File: config.mk
export PLATFORM = sky130hd
export DESIGN_NAME = pulse_count_flash_led_controller
export DESIGN_NICKNAME = d
export VERILOG_FILES = /design/src/hdl/pcfl_pkg.sv /design/src/hdl/pulse_count_flash_led_controller.sv
export VERILOG_INCLUDE_DIRS = /design/src /design/src/hdl
export SDC_FILE = /design/constraint.sdc
export NUM_CORES = 1
export LEC_CHECK = 0
export CAP_MARGIN = 25
export CORE_AREA = 2 2 139 141
export DETAILED_ROUTE_END_ITERATION = 7
export DIE_AREA = 0 0 141 143
export DONT_BUFFER_PORTS = 1
export MAX_ROUTING_LAYER = met4
export SLEW_MARGIN = 0
export SYNTH_ARGS = -nofsm -noshare
export SYNTH_HDL_FRONTEND = slang
export SYNTH_SLANG_ARGS = --single-unit
File: constraint.sdc
create_clock -name clk_i -period 3.75 [get_ports clk_i]
set_input_delay 0.75 -clock clk_i [delete_from_list [all_inputs] [get_ports clk_i]]
set_output_delay 0.75 -clock clk_i [all_outputs]
set_load 0.005 [all_outputs]
File: src/hdl/pulse_count_flash_led_controller_macros.svh
// Assertion macros shared by the controller.
`ifndef PULSE_COUNT_FLASH_LED_CONTROLLER_MACROS_SVH
`define PULSE_COUNT_FLASH_LED_CONTROLLER_MACROS_SVH

// Consequent must hold in the same cycle as the antecedent.
`define PCFL_ASSERT_NOW(label, ante, cons, msg) \
  label: assert property (@(posedge clk_i) disable iff (!rst_ni) (ante) |-> (cons)) \
    else $error(msg);

// Consequent must hold in the cycle after the antecedent.
`define PCFL_ASSERT_NEXT(label, ante, cons, msg) \
  label: assert property (@(posedge clk_i) disable iff (!rst_ni) (ante) |=> (cons)) \
    else $error(msg);

`endif

File: src/hdl/pcfl_pkg.sv
package pcfl_pkg;

  localparam int TIMER_LEVELS_DEF = 16;
  localparam logic [3:0] BRIGHTNESS_LEVELS = 4'd15;

  localparam int CFG_IDX_W = 3;
  localparam int CFG_DATA_W = 20;

  localparam logic [CFG_IDX_W-1:0] CFG_FLASH_TIMEOUT = 3'd0;
  localparam logic [CFG_IDX_W-1:0] CFG_TIMEOUT_STEP = 3'd1;
  localparam logic [CFG_IDX_W-1:0] CFG_LATCH = 3'd2;
  localparam logic [CFG_IDX_W-1:0] CFG_OFF_DELAY = 3'd3;
  localparam logic [CFG_IDX_W-1:0] CFG_HALF_PULSE = 3'd4;

  localparam logic [19:0] FLASH_TIMEOUT_RST = 20'd16000;
  localparam logic [15:0] TIMEOUT_STEP_RST = 16'd1000;
  localparam logic [9:0] LATCH_RST = 10'd500;
  localparam logic [7:0] OFF_DELAY_RST = 8'd10;
  localparam logic [3:0] HALF_PULSE_RST = 4'd1;

  localparam logic [1:0] REQ_TICK = 2'd0;
  localparam logic [1:0] REQ_TORCH = 2'd1;
  localparam logic [1:0] REQ_STROBE = 2'd2;

  localparam logic [4:0] ADDR_CURRENT = 5'd17;
  localparam logic [4:0] CURRENT_BASE = 5'd16;
  localparam logic [4:0] ADDR_TIMER = 5'd18;
  localparam logic [4:0] ADDR_CONFIG = 5'd19;
  localparam logic [4:0] CONFIG_ON = 5'd3;
  localparam logic [4:0] ADDR_RATIO = 5'd20;
  localparam logic [4:0] RATIO_VALUE = 5'd1;

  localparam logic [1:0] WIDX_RATIO = 2'd0;
  localparam logic [1:0] WIDX_CURRENT = 2'd1;
  localparam logic [1:0] WIDX_CONFIG = 2'd2;

  localparam logic [2:0] STEP_IDLE = 3'd0;
  localparam logic [2:0] STEP_OFF = 3'd1;
  localparam logic [2:0] STEP_A_LOW = 3'd2;
  localparam logic [2:0] STEP_A_HIGH = 3'd3;
  localparam logic [2:0] STEP_A_LATCH = 3'd4;
  localparam logic [2:0] STEP_D_LOW = 3'd5;
  localparam logic [2:0] STEP_D_HIGH = 3'd6;
  localparam logic [2:0] STEP_D_LATCH = 3'd7;

  typedef enum logic [1:0] {
    COND_NONE,
    COND_CNT_ZERO,
    COND_MORE,
    COND_LAST
  } cond_e;

  typedef enum logic [1:0] {
    EN_HOLD,
    EN_CLR,
    EN_SET
  } en_op_e;

  typedef enum logic [1:0] {
    PULSE_HOLD,
    PULSE_LOAD_ADDR,
    PULSE_LOAD_DATA,
    PULSE_DEC
  } pulse_op_e;

  typedef struct packed {
    cond_e      cond;
    logic [2:0] next;
    logic [2:0] jump;
    en_op_e     en_op;
    pulse_op_e  pulse_op;
    logic       finish;
  } ucode_t;

  // Control store: one word for each step of a register write.
  function automatic ucode_t ucode(input logic [2:0] step);
    ucode_t w;
    w.cond = COND_NONE;
    w.next = STEP_IDLE;
    w.jump = STEP_IDLE;
    w.en_op = EN_HOLD;
    w.pulse_op = PULSE_HOLD;
    w.finish = 1'b0;
    case (step)
      STEP_OFF: begin
        w.pulse_op = PULSE_LOAD_ADDR;
        w.cond = COND_CNT_ZERO;
        w.jump = STEP_A_LATCH;
        w.next = STEP_A_LOW;
      end
      STEP_A_LOW: begin
        w.en_op = EN_CLR;
        w.next = STEP_A_HIGH;
      end
      STEP_A_HIGH: begin
        w.en_op = EN_SET;
        w.pulse_op = PULSE_DEC;
        w.cond = COND_MORE;
        w.jump = STEP_A_LOW;
        w.next = STEP_A_LATCH;
      end
      STEP_A_LATCH: begin
        w.pulse_op = PULSE_LOAD_DATA;
        w.cond = COND_CNT_ZERO;
        w.jump = STEP_D_LATCH;
        w.next = STEP_D_LOW;
      end
      STEP_D_LOW: begin
        w.en_op = EN_CLR;
        w.next = STEP_D_HIGH;
      end
      STEP_D_HIGH: begin
        w.en_op = EN_SET;
        w.pulse_op = PULSE_DEC;
        w.cond = COND_MORE;
        w.jump = STEP_D_LOW;
        w.next = STEP_D_LATCH;
      end
      STEP_D_LATCH: begin
        w.finish = 1'b1;
        w.cond = COND_LAST;
        w.jump = STEP_IDLE;
        w.next = STEP_OFF;
      end
      default: begin
        w.next = STEP_IDLE;
      end
    endcase
    return w;
  endfunction

endpackage

File: src/hdl/pulse_count_flash_led_controller.sv
// Channel  Handshake                Payload
// in       in_valid_i / in_ready_o  req_type_i, level_i
// out      out_valid_o / out_ready_i flen_pin_o, en_set_pin_o, busy_res_o,
//                                    movie_mode_on_o, cmd_dropped_o
// cfg      cfg_valid_i / cfg_ready_o cfg_index_i, cfg_data_i
//
// Each input beat gives one output beat, valid in the cycle after it is accepted.
// A strobe-on beat then holds off input while the timer code is found by repeated
// subtraction in the divider.
// A result beat that waits holds off input; a new beat enters in the cycle it is taken.
// Reset is asynchronous; there is no memory and no clearing pass.
`include "pulse_count_flash_led_controller_macros.svh"

module pulse_count_flash_led_controller #(
  parameter int TIMER_LEVELS = pcfl_pkg::TIMER_LEVELS_DEF
) (
  input  logic                           clk_i,
  input  logic                           rst_ni,
  input  logic                           in_valid_i,
  output logic                           in_ready_o,
  input  logic [1:0]                     req_type_i,
  input  logic [3:0]                     level_i,
  output logic                           out_valid_o,
  input  logic                           out_ready_i,
  output logic                           flen_pin_o,
  output logic                           en_set_pin_o,
  output logic                           busy_res_o,
  output logic                           movie_mode_on_o,
  output logic                           cmd_dropped_o,
  input  logic                           cfg_valid_i,
  output logic                           cfg_ready_o,
  input  logic [pcfl_pkg::CFG_IDX_W-1:0]  cfg_index_i,
  input  logic [pcfl_pkg::CFG_DATA_W-1:0] cfg_data_i
);
  import pcfl_pkg::*;

  localparam int CodeW = $clog2(TIMER_LEVELS + 1);
  localparam int PulseW = (CodeW > 5) ? CodeW : 5;
  localparam logic [CodeW-1:0] TlCode = CodeW'(TIMER_LEVELS);
  localparam logic [CodeW:0] TlPlusOne = (CodeW + 1)'(TIMER_LEVELS + 1);

  logic [19:0] flash_timeout_q;
  logic [15:0] timeout_step_q;
  logic [9:0]  latch_q;
  logic [7:0]  off_delay_q;
  logic [3:0]  half_pulse_q;

  logic              movie_q, movie_d;
  logic              flen_q, flen_d;
  logic              en_q, en_d;
  logic [2:0]        phase_q, phase_d;
  logic [1:0]        widx_q, widx_d;
  logic [PulseW-1:0] pulses_q, pulses_d;
  logic [9:0]        wait_q, wait_d;
  logic [3:0]        cur_code_q, cur_code_d;
  logic [CodeW-1:0]  timer_code_q;
  logic              strobe_q, strobe_d;

  logic              div_busy_q;
  logic              div_start;
  logic [19:0]       rem_q;
  logic [CodeW-1:0]  cnt_q;
  logic              div_go;

  logic out_valid_q;
  logic flen_out_q, en_out_q, busy_out_q, movie_out_q, drop_out_q;
  logic dropped;

  logic              in_acc;
  logic [9:0]        eff_latch, eff_off, eff_half, wait_dec;
  logic [PulseW-1:0] addr_cnt, data_cnt, ld_cnt, pulses_dec;
  logic              last_write, taken;
  logic [2:0]        next_step;
  logic [3:0]        lvl_sat;
  ucode_t            uw;

  assign cfg_ready_o = 1'b1;
  assign in_ready_o = !div_busy_q && (!out_valid_q || out_ready_i);
  assign in_acc = in_valid_i && in_ready_o;

  assign eff_latch = (latch_q == '0) ? 10'd1 : latch_q;
  assign eff_off = (off_delay_q == '0) ? 10'd1 : {2'b00, off_delay_q};
  assign eff_half = (half_pulse_q == '0) ? 10'd1 : {6'd0, half_pulse_q};

  always_comb begin
    if (strobe_q) begin
      addr_cnt = PulseW'(ADDR_TIMER);
      data_cnt = PulseW'(timer_code_q);
    end else begin
      case (widx_q)
        WIDX_RATIO: begin
          addr_cnt = PulseW'(ADDR_RATIO);
          data_cnt = PulseW'(RATIO_VALUE);
        end
        WIDX_CURRENT: begin
          addr_cnt = PulseW'(ADDR_CURRENT);
          data_cnt = PulseW'(cur_code_q);
        end
        default: begin
          addr_cnt = PulseW'(ADDR_CONFIG);
          data_cnt = PulseW'(CONFIG_ON);
        end
      endcase
    end
  end

  assign uw = ucode(phase_q);
  assign wait_dec = (wait_q == '0) ? '0 : wait_q - 10'd1;
  assign pulses_dec = (pulses_q == '0) ? '0 : pulses_q - PulseW'(1);
  assign ld_cnt = (uw.pulse_op == PULSE_LOAD_ADDR) ? addr_cnt : data_cnt;
  assign last_write = strobe_q || (widx_q == WIDX_CONFIG);

  always_comb begin
    case (uw.cond)
      COND_CNT_ZERO: taken = (ld_cnt == '0);
      COND_MORE:     taken = (pulses_dec != '0);
      COND_LAST:     taken = last_write;
      default:       taken = 1'b0;
    endcase
    next_step = taken ? uw.jump : uw.next;
  end

  assign lvl_sat = (level_i > BRIGHTNESS_LEVELS) ? BRIGHTNESS_LEVELS : level_i;

  always_comb begin
    movie_d = movie_q;
    flen_d = flen_q;
    en_d = en_q;
    phase_d = phase_q;
    widx_d = widx_q;
    pulses_d = pulses_q;
    wait_d = wait_q;
    cur_code_d = cur_code_q;
    strobe_d = strobe_q;
    dropped = 1'b0;
    div_start = 1'b0;
    if (in_acc) begin
      case (req_type_i)
        REQ_TICK: begin
          if (phase_q != STEP_IDLE) begin
            if (wait_dec != '0) begin
              wait_d = wait_dec;
            end else begin
              phase_d = next_step;
              case (uw.en_op)
                EN_CLR:  en_d = 1'b0;
                EN_SET:  en_d = 1'b1;
                default: en_d = en_q;
              endcase
              case (uw.pulse_op)
                PULSE_LOAD_ADDR, PULSE_LOAD_DATA: pulses_d = ld_cnt;
                PULSE_DEC:                        pulses_d = pulses_dec;
                default:                          pulses_d = pulses_q;
              endcase
              if (uw.finish) begin
                if (strobe_q) begin
                  flen_d = 1'b1;
                end else if (widx_q == WIDX_RATIO) begin
                  movie_d = 1'b1;
                end
                if (!last_write) begin
                  widx_d = widx_q + 2'd1;
                end
              end
              case (next_step)
                STEP_OFF: begin
                  flen_d = 1'b0;
                  en_d = 1'b0;
                  wait_d = eff_off;
                end
                STEP_A_LOW, STEP_A_HIGH, STEP_D_LOW, STEP_D_HIGH: wait_d = eff_half;
                STEP_A_LATCH, STEP_D_LATCH: wait_d = eff_latch;
                default: wait_d = '0;
              endcase
            end
          end
        end
        REQ_TORCH, REQ_STROBE: begin
          if (phase_q != STEP_IDLE) begin
            dropped = 1'b1;
          end else if (level_i == '0) begin
            flen_d = 1'b0;
            en_d = 1'b0;
            movie_d = 1'b0;
          end else begin
            flen_d = 1'b0;
            en_d = 1'b0;
            phase_d = STEP_OFF;
            wait_d = eff_off;
            if (req_type_i == REQ_TORCH) begin
              cur_code_d = 4'(CURRENT_BASE - {1'b0, lvl_sat});
              strobe_d = 1'b0;
              widx_d = movie_q ? WIDX_CURRENT : WIDX_RATIO;
            end else begin
              movie_d = 1'b0;
              strobe_d = 1'b1;
              widx_d = WIDX_RATIO;
              div_start = 1'b1;
            end
          end
        end
        default: begin
          dropped = 1'b0;
        end
      endcase
    end
  end

  assign div_go = ({4'd0, timeout_step_q} <= rem_q) && (cnt_q < TlCode);

  always_ff @(posedge clk_i or negedge rst_ni) begin
    if (!rst_ni) begin
      flash_timeout_q <= FLASH_TIMEOUT_RST;
      timeout_step_q <= TIMEOUT_STEP_RST;
      latch_q <= LATCH_RST;
      off_delay_q <= OFF_DELAY_RST;
      half_pulse_q <= HALF_PULSE_RST;
      movie_q <= 1'b0;
      flen_q <= 1'b0;
      en_q <= 1'b0;
      phase_q <= STEP_IDLE;
      widx_q <= WIDX_RATIO;
      pulses_q <= '0;
      wait_q <= '0;
      cur_code_q <= '0;
      timer_code_q <= '0;
      strobe_q <= 1'b0;
      div_busy_q <= 1'b0;
      out_valid_q <= 1'b0;
    end else begin
      if (cfg_valid_i) begin
        case (cfg_index_i)
          CFG_FLASH_TIMEOUT: flash_timeout_q <= cfg_data_i;
          CFG_TIMEOUT_STEP:  timeout_step_q <= cfg_data_i[15:0];
          CFG_LATCH:         latch_q <= cfg_data_i[9:0];
          CFG_OFF_DELAY:     off_delay_q <= cfg_data_i[7:0];
          CFG_HALF_PULSE:    half_pulse_q <= cfg_data_i[3:0];
          default:           latch_q <= latch_q;
        endcase
      end
      movie_q <= movie_d;
      flen_q <= flen_d;
      en_q <= en_d;
      phase_q <= phase_d;
      widx_q <= widx_d;
      pulses_q <= pulses_d;
      wait_q <= wait_d;
      cur_code_q <= cur_code_d;
      strobe_q <= strobe_d;
      if (div_start) begin
        div_busy_q <= 1'b1;
      end else if (div_busy_q && !div_go) begin
        div_busy_q <= 1'b0;
        timer_code_q <= (cnt_q == '0) ? TlCode : CodeW'(TlPlusOne - {1'b0, cnt_q});
      end
      if (in_acc) begin
        out_valid_q <= 1'b1;
      end else if (out_ready_i) begin
        out_valid_q <= 1'b0;
      end
    end
  end

  always_ff @(posedge clk_i) begin
    if (div_start) begin
      rem_q <= flash_timeout_q;
      cnt_q <= '0;
    end else if (div_busy_q && div_go) begin
      rem_q <= rem_q - {4'd0, timeout_step_q};
      cnt_q <= cnt_q + CodeW'(1);
    end
    if (in_acc) begin
      flen_out_q <= flen_d;
      en_out_q <= en_d;
      busy_out_q <= (phase_d != STEP_IDLE);
      movie_out_q <= movie_d;
      drop_out_q <= dropped;
    end
  end

  assign out_valid_o = out_valid_q;
  assign flen_pin_o = flen_out_q;
  assign en_set_pin_o = en_out_q;
  assign busy_res_o = busy_out_q;
  assign movie_mode_on_o = movie_out_q;
  assign cmd_dropped_o = drop_out_q;

  `PCFL_ASSERT_NOW(a_div_in_strobe, div_busy_q, strobe_q && (phase_q != STEP_IDLE),
                   "divider runs outside a strobe write")
  `PCFL_ASSERT_NOW(a_flen_idle, flen_q, phase_q == STEP_IDLE,
                   "flash enable high during a write")
  `PCFL_ASSERT_NOW(a_pulses_live,
                   (phase_q == STEP_A_LOW) || (phase_q == STEP_A_HIGH) ||
                   (phase_q == STEP_D_LOW) || (phase_q == STEP_D_HIGH),
                   pulses_q != '0, "pulse step with no pulses left")
  `PCFL_ASSERT_NEXT(a_drop_busy, in_acc && dropped,
                    out_valid_o && busy_res_o && cmd_dropped_o,
                    "dropped beat not reported as busy")

endmodule

# Word-level counts from Yosys, hierarchy flattened
# Cells that the tools add are included.
# word_totals
ramBits	0
ff_bits	123
mem_count	0
latch_bits	0
output_inout_bits	8
mem_bits_ro	0
elab_cells	201
# classes
bitwise_logic	4
addsub	7
order_cmp	3
eq_ne	36
multipliers	0
div_mod_pow	0
mux	79
shift	0
n_reduce_logical	48
# op_table
cell	n
2-to-1 mux 10 bit	6
2-to-1 mux 20 bit	2
2-to-1 mux 1 bit	34
one-hot mux 10 bit (3 select lines)	1
equality test 3 bit, second input constant	9
2-to-1 mux 5 bit	5
one-hot mux 3 bit (7 select lines)	1
<= comparator 16 x 20 -> 1 bit	1
logical NOT 10 bit	2
one-hot mux 10 bit (2 select lines)	1
subtractor 20 x 16 -> 20 bit	1
equality test 3 x 2 -> 1 bit, second input constant	6
2-to-1 mux 3 bit	6
logical NOT 5 bit	3
AND reduction 5 bit	3
equality test 2 bit, second input constant	7
2-to-1 mux 2 bit	6
inequality test 2 bit, second input constant	6
one-hot mux 2 bit (3 select lines)	2
one-hot mux 3 bit (2 select lines)	2
one-hot mux 3 bit (4 select lines)	1
AND reduction 2 bit	6
OR reduction 2 bit	6
equality test 2 x 1 -> 1 bit, second input constant	5
other kinds (31)	55

# Depth between registers and ports, before layout
# depth
depth_word	14
depth_mapped	13

# Worst setup path before layout
# Ideal clock, no wire load.
# synth_timing
kind	register to register
startpoint	register widx_q[0]
endpoint	register busy_out_q, in the netlist busy_res_o, data pin
setup_ns	0.265
arrival_time_ns	3.215
period_less_slack_ns	3.481
t_required_ns	3.485
slack_ns	0.269
path_stages_with_launch	13
path_buffers	1
path_cell_list	dfrtp_1 inv_1 ha_1 nor4b_1 a21oi_1 or4_1 or3_1 buf_6 nand2_1 mux2i_2 o31ai_1 a22o_1 or3_1
# synth_via
elab_chain_len	12
# synth_rtl
element	line	rtl
start, declared	pulse_count_flash_led_controller.sv:52	logic [1:0] widx_q, widx_d;
start signal, assigned	pulse_count_flash_led_controller.sv:245	widx_q <= widx_d;
equality test 2 x 1 -> 1 bit or logical NOT 2 bit (tied branches)	pulse_count_flash_led_controller.sv:90	case (widx_q)
one-hot mux 4 bit (2 select lines) or one-hot mux 3 bit (2 select lines) (tied branches)	pulse_count_flash_led_controller.sv:90	
2-to-1 mux 5 bit	pulse_count_flash_led_controller.sv:86	if (strobe_q) begin
2-to-1 mux 5 bit	pulse_count_flash_led_controller.sv:110	assign ld_cnt = (uw.pulse_op == PULSE_LOAD_ADDR) ? addr_cnt : data_cnt;
logical NOT 5 bit	pulse_count_flash_led_controller.sv:115	COND_CNT_ZERO: taken = (ld_cnt == '0);
one-hot mux 1 bit (3 select lines) (*)	pulse_count_flash_led_controller.sv:114	case (uw.cond)
2-to-1 mux 3 bit (*)	pulse_count_flash_led_controller.sv:120	next_step = taken ? uw.jump : uw.next;
2-to-1 mux 3 bit (*)	pulse_count_flash_led_controller.sv:141	if (wait_dec != '0) begin
2-to-1 mux 3 bit (*)	pulse_count_flash_led_controller.sv:140	if (phase_q != STEP_IDLE) begin
one-hot mux 3 bit (2 select lines) (*)	pulse_count_flash_led_controller.sv:138	case (req_type_i)
2-to-1 mux 3 bit (*)	pulse_count_flash_led_controller.sv:137	if (in_acc) begin
named net phase_d[1]	pulse_count_flash_led_controller.sv:51	logic [2:0] phase_q, phase_d;
nonzero test 3 bit (*)	pulse_count_flash_led_controller.sv:275	busy_out_q <= (phase_d != STEP_IDLE);
end signal, assigned	pulse_count_flash_led_controller.sv:275	
end, declared	pulse_count_flash_led_controller.sv:66	logic flen_out_q, en_out_q, busy_out_q, movie_out_q, drop_out_q;
# Mark *: on every way through the listed nets, which the timed path passes. The rest lies on a longest branch.
# A chain may end at the register's enable or synchronous reset.

# Worst setup path in the final report
# layout_timing
startpoint	register wait_q[0]
endpoint	register busy_out_q, in the netlist busy_res_o, data pin
# layout_via
elab_chain_len	8
# layout_rtl
element	line	rtl
start, declared	pulse_count_flash_led_controller.sv:54	logic [9:0] wait_q, wait_d;
start signal, assigned	pulse_count_flash_led_controller.sv:247	wait_q <= wait_d;
subtractor 10 x 1 -> 10 bit or logical NOT 10 bit (tied branches)	pulse_count_flash_led_controller.sv:108	assign wait_dec = (wait_q == '0) ? '0 : wait_q - 10'd1;
2-to-1 mux 10 bit (*)	pulse_count_flash_led_controller.sv:108	
nonzero test 10 bit (*)	pulse_count_flash_led_controller.sv:141	
2-to-1 mux 3 bit (*)	pulse_count_flash_led_controller.sv:141	
2-to-1 mux 3 bit (*)	pulse_count_flash_led_controller.sv:140	
one-hot mux 3 bit (2 select lines) (*)	pulse_count_flash_led_controller.sv:138	
2-to-1 mux 3 bit (*)	pulse_count_flash_led_controller.sv:137	
named net phase_d[1]	pulse_count_flash_led_controller.sv:51	
nonzero test 3 bit (*)	pulse_count_flash_led_controller.sv:275	
# Marks and branches as above.

==> impl_metrics.yaml <==
yosys:
  ys_types: 74
  seq_area_frac_synth_pct: 43.87
  ys.flop_type: "dfrtp_1"
  yosysTopAreaCellShare_pct: 24.67
  yosysTopAreaCell: "dfrtp_1"
  avgSynthCellArea_um2: 9.523
  synth_edf_count: 25
  syn-num-nets: 837
  synth.area.top_cells: "dfrtp_1 25%, edfxtp_1 10%, dfstp_2 7.6%, mux2_2 6.9%, ha_1 6.0%"
  yosys_warnings: 0
  postSynthCellCount: 767
  synth_seq_cells: 123
  async_reset_ff_share_pct: 75.61
  synthesis.area_mm2: 0.007305
place:
  gp_congestion: 0.8899
  dpl.hpwl_um: 12130
  placed_area_mm2: 0.007616
  io_buffers: 0
  post-place-ws_ns: 0.2045
clock_network:
  postCtsSetupRepairBufs: 0
  clock-sinks: 123
  cts_made_buffers: 17
  cts_htree_levels: 4
  cts_max_path_buffers: 2
  clock_latency_ns: 0.42
  clk_pin_slew_ns: 0.06
  cts_tree: "yes"
  clockRootBuffer: "clkbuf_16"
global_route:
  grt_pass1_wl_um: 27970
  grt_pass1_vias: 5504
  grt_use_met1_pct: 22.88
  grt-ovfl-total: 0
  gr-usage-met2_pct: 28.55
  grt_max_degree: 94
  antenna_found_initial: 0
  grtUsageMet3_pct: 4.225
  track_usage_pct: 18.21
  grt-busiest-layer: "met2"
final_layout:
  diodes: 0
  drive_above_1_share_pct: 17.05
  fin_area_mm2: 0.008240
  final_cell_mix: "93 x nand2_1, 74 x o21ai_0, 72 x dfrtp_1, 55 x inv_1, 46 x nor2_1"
  final_nets: 849
  area_delta_synth_final_pct: 12.81
  layout_commonest_cell: "nand2_1"
drt:
  drc: 0
  avgRoutedWirePerCell_um: 16.44
  final_antenna_net_count: 0
  wl_um: 16860
  first_pass_iters: 5
  drtIter0Drc: 345
  via_per_inst: 5.447
  vias: 5589
power_and_ir_drop:
  power_frac_clock_pct: 26.2
  switching_power_uw: 2405
  power_frac_comb_pct: 40.3
  seqPwrFrac_pct: 33.5
  intPower_uw: 4011
  p_sw_share_pct: 37.48
  ir_drop_mv: 0.3578
  p_leak_uw: 0.003371
  powerDensity_mw_per_mm2: 778.7
min_path:
  hp-class: "primary input to asynchronous set/reset pin"
sta:
  rsz0062_at_grt: "false"
  maxSlewHeadroom_pct: 54.88
  worst_slew_pin_slew_ns: 0.6727
  fin_crit_ns: 3.553
  setup_tns_ns: 0
  fmax_ghz: 0.2815
  finalSetupViolCount: 0
  maxSlewViolCount: 0
  worst_slack_ns: 0.1970
  clock-skew-final_ns: 0.009344
  final-hold-violation-count: 0
  layout_worst_path_cycle_share_pct: 94.75
critical_path:
  crit_fanout: 5
  crit_arrival_ns: 3.72
  slowest_delay_ns: 0.65
  crit_path_top_delay_cell: "or4b_2"
  cp_num_buf_inv: 1
  critPathLaunchType: "flip-flop"
  crit_chain: "inv_1 -> ha_1 -> or4b_2 -> xnor2_1 -> o31a_1 -> nor4b_1 -> o211ai_1 -> nand2_1 -> o31ai_1 -> a22o_1 -> or3_1"
  critical-path-top-delay-family: "simple AND/OR/NAND/NOR gates"
  critical_path_class: "flip-flop to flip-flop"
  critPathCaptureType: "flip-flop"
  crit_required_ns: 3.91
outcome:
  status: "finished, final reports clean"
job:
  drv_cap: 0
floorplanning:
  fp.dieW_um: 141
  fp.coreArea_mm2: 0.01858
  num_io_pins: 42
  rows: 50
  die_y_um: 143
  start_util_pct: 39.31
  die-area_mm2: 0.02016
-- cell usage after synthesis, drive strengths merged (13+ instances only) --
library cell  instances
dfstp                21
nor3                 25
mux2                 45
xor2                 15
ha                   35
nor2                 48
nand2                93
o21ai                83
clkbuf               20
a211oi               13
inv                  55
edfxtp               25
o31ai                13
dfrtp                72
a21oi                33
-- logic make-up after synthesis --
family	synth area share, %
other cells	0.05134
fa+ha+maj	6.269
flops	43.87
buf+inv	4.608
simple gates	16.41
mux	7.811
xor+xnor	3.237
compound gates	17.75
-- final timing paths --
kind / from / to / slack [ns] / cells after the start
worst min-delay path: rst_ni / flash_timeout_q[18] / 0.03 / 0
worst min register to register: cur_code_q[2] / cur_code_q[2] / 0.49 / 2
worst max-delay path: wait_q[0] / busy_res_o / 0.20 / 11
worst max register to register: wait_q[0] / busy_res_o / 0.20 / 11
min in group clk_i: cfg_data_i[5] / timeout_step_q[5] / 0.43 / 2
max in group asynchronous: rst_ni / flash_timeout_q[8] / 2.80 / 1
-- cell type report --
| cell class | instances | area, um2 |
|---|---|---|
| Clock buffer | 20 | 456.7 |
| Tap cell | 234 | 292.8 |
| Inverter | 56 | 210.2 |
| Clock inverter | 12 | 146.4 |
| Sequential cell | 123 | 3204 |
| Timing Repair Buffer | 19 | 145.1 |
| Fill cell | 1767 | 10340 |
| Multi-Input combinational cell | 562 | 3785 |
-- routing by layer --
layer	vias to the layer above	share of wire [%]	wire length, um
met4	0	2.6	444
met2	123	47	7842
met1	2642	47	7920
li1	2793	-	-
met3	31	3.9	657
met5	-	0	0
-- power by group through the flow --
| stage | combinational (uW) | clock, uW | sequential (uW) |
|---|---|---|---|
| 3_5_place_dp | 2560 | 0 | 2160 |
| 5_1_grt | 2930 | 1770 | 2200 |
| 3_3_place_gp | 2530 | 0 | 2160 |
| 4_1_cts | 2570 | 1710 | 2150 |
| 2_1_floorplan | 2080 | 0 | 2060 |
| 6_report | 2590 | 1680 | 2150 |
-- sequential cells by signal, indices dropped and copies added, names as in the netlist, 2 cells and up --
name             flops
cur_code_q           4
rem_q               20
phase_q              3
latch_q             10
timer_code_q         5
pulses_q             5
wait_q              10
flash_timeout_q     20
widx_q               2
timeout_step_q      16
off_delay_q          8
cnt_q                5
half_pulse_q         4
-- metrics by stage --
step | power (uW) | utilization [%] | hold WS [ns] | instances
finish | 6416 | 44.35 | 0.02860 | 1026
global route | 6908 | 44.35 | 0.001870 | 1026
CTS | 6424 | 44.24 | 0.005571 | 1025
detailed placement | 4720 | 40.99 | 0.4578 | 993
global placement | 4690 | 40.99 | 0.4584 | 993
floorplan | 4140 | - | 0.4424 | 767
-- worst reg2reg max path, cell delays in order (launching register included) --
cell and delay (ns):
dfrtp_1 0.40, inv_1 0.11, ha_1 0.19, or4b_2 0.65
xnor2_1 0.16, o31a_1 0.24, nor4b_1 0.46, o211ai_1 0.28
nand2_1 0.12, o31ai_1 0.07, a22o_1 0.25, or3_1 0.37
-- what timing repair did --
action	4_1_cts	5_1_grt
setup endpoints to repair	0	7
hold buffers	0	1
gates resized for setup	0	3
hold endpoints to repair	0	4
(Power assumes the default switching activity.)
